[src/design/plti_divider.sv]
// Unsigned restoring divider, one quotient bit per cycle. The dividend is a
// 64-bit product; the divisor is a 33-bit positive interval length.
module plti_divider (
   input  logic        clock,
   input  logic        reset,
   input  logic        start,
   input  logic [63:0] dividend,
   input  logic [32:0] divisor,
   output logic [63:0] quotient,
   output logic        busy,
   output logic        done
);
   logic [63:0] quo_ff, quo_in;
   logic [33:0] rem_ff, rem_in;
   logic [32:0] den_ff, den_in;
   logic [6:0]  cnt_ff, cnt_in;
   logic        busy_ff, busy_in;
   logic        done_ff, done_in;
   logic [33:0] trial;

   always_comb begin
      quo_in  = quo_ff;
      rem_in  = rem_ff;
      den_in  = den_ff;
      cnt_in  = cnt_ff;
      busy_in = busy_ff;
      done_in = 1'b0;
      trial   = {rem_ff[32:0], quo_ff[63]};
      if (start) begin
         quo_in  = dividend;
         rem_in  = '0;
         den_in  = divisor;
         cnt_in  = 7'd64;
         busy_in = 1'b1;
      end else if (busy_ff) begin
         if (trial >= {1'b0, den_ff}) begin
            rem_in = trial - {1'b0, den_ff};
            quo_in = {quo_ff[62:0], 1'b1};
         end else begin
            rem_in = trial;
            quo_in = {quo_ff[62:0], 1'b0};
         end
         cnt_in = cnt_ff - 7'd1;
         if (cnt_ff == 7'd1) begin
            busy_in = 1'b0;
            done_in = 1'b1;
         end
      end
   end

   always_ff @(posedge clock) begin
      if (reset) begin
         busy_ff <= 1'b0;
         done_ff <= 1'b0;
         cnt_ff  <= '0;
      end else begin
         busy_ff <= busy_in;
         done_ff <= done_in;
         cnt_ff  <= cnt_in;
      end
      quo_ff <= quo_in;
      rem_ff <= rem_in;
      den_ff <= den_in;
   end

   assign quotient = quo_ff;
   assign busy     = busy_ff;
   assign done     = done_ff;
endmodule

[config.mk]
export PLATFORM = sky130hd
export DESIGN_NAME = plti_divider
export DESIGN_NICKNAME = d
export VERILOG_FILES = /design/src/design/plti_divider.sv
export SDC_FILE = /design/constraint.sdc
export NUM_CORES = 1
export LEC_CHECK = 0
export BUFFER_PORTS_ARGS = -buffer_cell sky130_fd_sc_hd__buf_4
export CAP_MARGIN = 0
export CELL_PAD_IN_SITES_DETAIL_PLACEMENT = 0
export CELL_PAD_IN_SITES_GLOBAL_PLACEMENT = 1
export CORE_MARGIN = 2
export CORE_UTILIZATION = 43
export DETAILED_ROUTE_END_ITERATION = 12
export PLACE_DENSITY = 0.85
export SLEW_MARGIN = 10
export SYNTH_ARGS = -nofsm -noshare
export SYNTH_HDL_FRONTEND = slang
export SYNTH_SLANG_ARGS = --single-unit
[constraint.sdc]
create_clock -name clock -period 3.6 [get_ports clock]
set_input_delay 0.36 -clock clock [delete_from_list [all_inputs] [get_ports clock]]
set_output_delay 0.36 -clock clock [all_outputs]
set_load 0.02 [all_outputs]
==> qor.yml <==
outcome: "completed"
ys_async_sr_fraction: 0
wl_mm: 18.0
synth_fp_nets: 791
synth-simple-area-share: 0.0966
fin_crit_sh: 0.935
antennaDiodeCount: 0
tightest_slew_ns: 0.825
ys_seq_area_frac: 0.511
synth_top_cell_area_share: 0.397
clock_skew_ns: 0.0105
grt_pass1_vias: 5736
cp-end-kind: "flop"
htreeDepth: 4
start_kind: "flop"
rsz0062_at_grt: "false"
avgRoutedWirePerCell_um: 17.1
synth-compound-area-share: 0.146
final_max_slew_viol_count: 0
setup_ws_ns: 0.232
route.detailed.drc: 0
fp-row-count: 47
yosysUniqueCellTypes: 58
vdd_drop_max_mv: 0.352
clock-sinks: 139
io_pins: 166
yosysWarnings: 0
via_per_inst: 5.32
synth_xor_area_frac: 0.0346
p_total_mw: 4.63
synth_mux_area_frac: 0.106
clkLatencyLatePin_ns: 0.43
timing.final.hold_violations: 0
timing.fmax_mhz: 297
critPathMaxStageDelay_ns: 0.41
synth_ff_type: "edfxtp_1"
setup_violations: 0
hpwl_mm: 13.0
max-cap-violations: 0
syn_area_um2: 7340
core_um2: 16600
critical_path.slowest_cell: "fa_1"
grt_pass1_wl_mm: 29.0
portBuffers: 165
die_h_um: 135
grt_overflow_total: 0
grt_max_degree: 65
cts_tree: "done"
drt_iter0_markers: 281
setup-tns-final_ns: 0
drt_pass1_iterations: 7
path_class: "reg -> reg"
synth_top_family_by_area: "compound AO/OA/AOI/OAI gates"
powerDensity_nw_per_um2: 492
syn2layout_area_growth_pct: 28.1
ant_nets: 0
clkTransAtPathRegs_ns: 0.07
synth_seq_cells: 139
drive_gt1_frac: 0.347
pre_cts_slack_ns: 0.218
syn_avg_cell_area_um2: 11.2
crit_chain: "inv_1, ha_1, inv_1, fa_1, a211oi_1, o21bai_1, a21oi_2, o2111ai_2, a311oi_2, o31a_2, buf_6, nor4_1, a211oi_1, o21ai_1"
min-delay-path-class: "in -> reg"
nets: 957
syn_inst: 655
cp_max_fo: 19
antenna_found_initial: 0
period_needed_ns: 3.37
gp_congestion: 0.863
cts_root_buf: "clkbuf_16"
power.leakage_nw: 3.99
cts_buffers: 17
die_width_um: 135
yosys-top-cells-area: "edfxtp_1, dfxtp_1, mux2_2"
yosys.area.top_type: "edfxtp_1"
grt_use_total: 0.203
utilization: 0.565
critPathRequiredTime_ns: 3.91
synth_fa_ha_area_frac: 0.0624
die_area_um2: 18100
initial_core_util: 0.441
synth_edf_count: 97
maxSlewHeadroom: 0.450
vias: 5606
clockBufferDepth: 2
cp.arrival_ns: 3.68
==> cells in the final DEF, fill, tap and decap left out, drive strengths merged, types with 5 or more instances in the layout <==
cell type  netlist  routed
mux2            63      63
o21bai           6       6
dfxtp           42      42
a32oi            7       7
nand3            9       9
a21o            18      18
nand2           32      32
nand2b           5       5
edfxtp          97      97
nand4            7       7
xor2            11      11
xnor2           18      18
clkbuf          23      17
nor2            61      61
a21oi           41      41
o21ai           29      29
a211oi          26      26
buf              7     177
mux2i            7       7
ha              35      35
inv             47      57
nor3             9       9
==> Yosys cell counts (all sizes together) (9+ instances only) <==
cell / number
edfxtp: 97
clkbuf: 23
a211oi: 26
a21oi: 41
inv: 47
ha: 35
mux2: 63
o21ai: 29
a21o: 18
dfxtp: 42
nor3: 9
nor2: 61
xor2: 11
nand3: 9
xnor2: 18
nand2: 32
==> worst paths after layout <==
check | start | end | slack (ns) | cells after the start
worst min register to register | rem_ff[27] | rem_ff[27] | 0.48 | 2
worst max-delay path | quotient[63] | rem_ff[32] | 0.23 | 14
worst max register to register | quotient[63] | rem_ff[32] | 0.23 | 14
worst min-delay path | reset | cnt_ff[6] | 0.09 | 2
==> metal layers <==
metal  track usage  up-vias  share of wire
li1              -     2759              -
met1         0.247     2629           0.42
met2         0.328      191           0.48
met3        0.0788       27          0.082
met4        0.0731        0          0.017
met5             0        -              0
==> sequential cells by signal, indices dropped and copies added, names as in the netlist <==
name and cells:
quotient 64, den_ff 33, rem_ff 33, cnt_ff 7, busy 1, done 1
==> kinds of logic (layout without fill, tap and decap cells) <==
family                     Yosys count  in the layout
adders and majority gates           36             36
xor gates and xnor gates            29             29
AOI/OAI and AO/OA                  157            157
DFF                                139            139
muxes                               70             70
buffers and inverters               77            255
and+or+nand+nor                    147            147
==> worst max-delay path, delay by kind of cell, from the launching register on <==
family / cells / cell delay [ns]
AOI/OAI and AO/OA: 8 / 1.84
and+or+nand+nor: 1 / 0.09
adders and majority gates: 2 / 0.56
DFF: 1 / 0.40
buffers and inverters: 3 / 0.34
==> stage by stage <==
step | std cells | hold slack (ns) | area (um2)
after detailed placement | 1022 | 0.475 | 8820
after CTS | 1053 | 0.0711 | 9390
after floorplan | 655 | 0.432 | 7340
after global placement | 1022 | 0.464 | 8820
after global routing | 1053 | 0.0832 | 9400
final | 1053 | 0.0930 | 9400
==> final cells by class <==
class	instances	area, um2
well taps	220	275
clock inverters	14	150
multi-input cells	439	3280
fillers	1402	7240
repair buffers	177	1350
inverters	47	176
flip-flops and latches	139	3750
clock buffers	17	425
==> report_power, final <==
| group | leakage [nW] | total (mW) | internal [mW] | switching, mW |
|---|---|---|---|---|
| Sequential | 1.31 | 1.96 | 1.87 | 0.0810 |
| Clock | 0.275 | 1.75 | 0.977 | 0.768 |
| Combinational | 2.40 | 0.928 | 0.428 | 0.500 |
| Total | 3.99 | 4.63 | 3.28 | 1.35 |
==> timing repair <==
action	in CTS	in global routing
buffers inserted	0	0
resized for setup	0	2
hold endpoints to repair	0	0
hold buffers	0	0
endpoints found under the setup margin	0	7
Note: power is estimated with default switching activity, not from simulation.
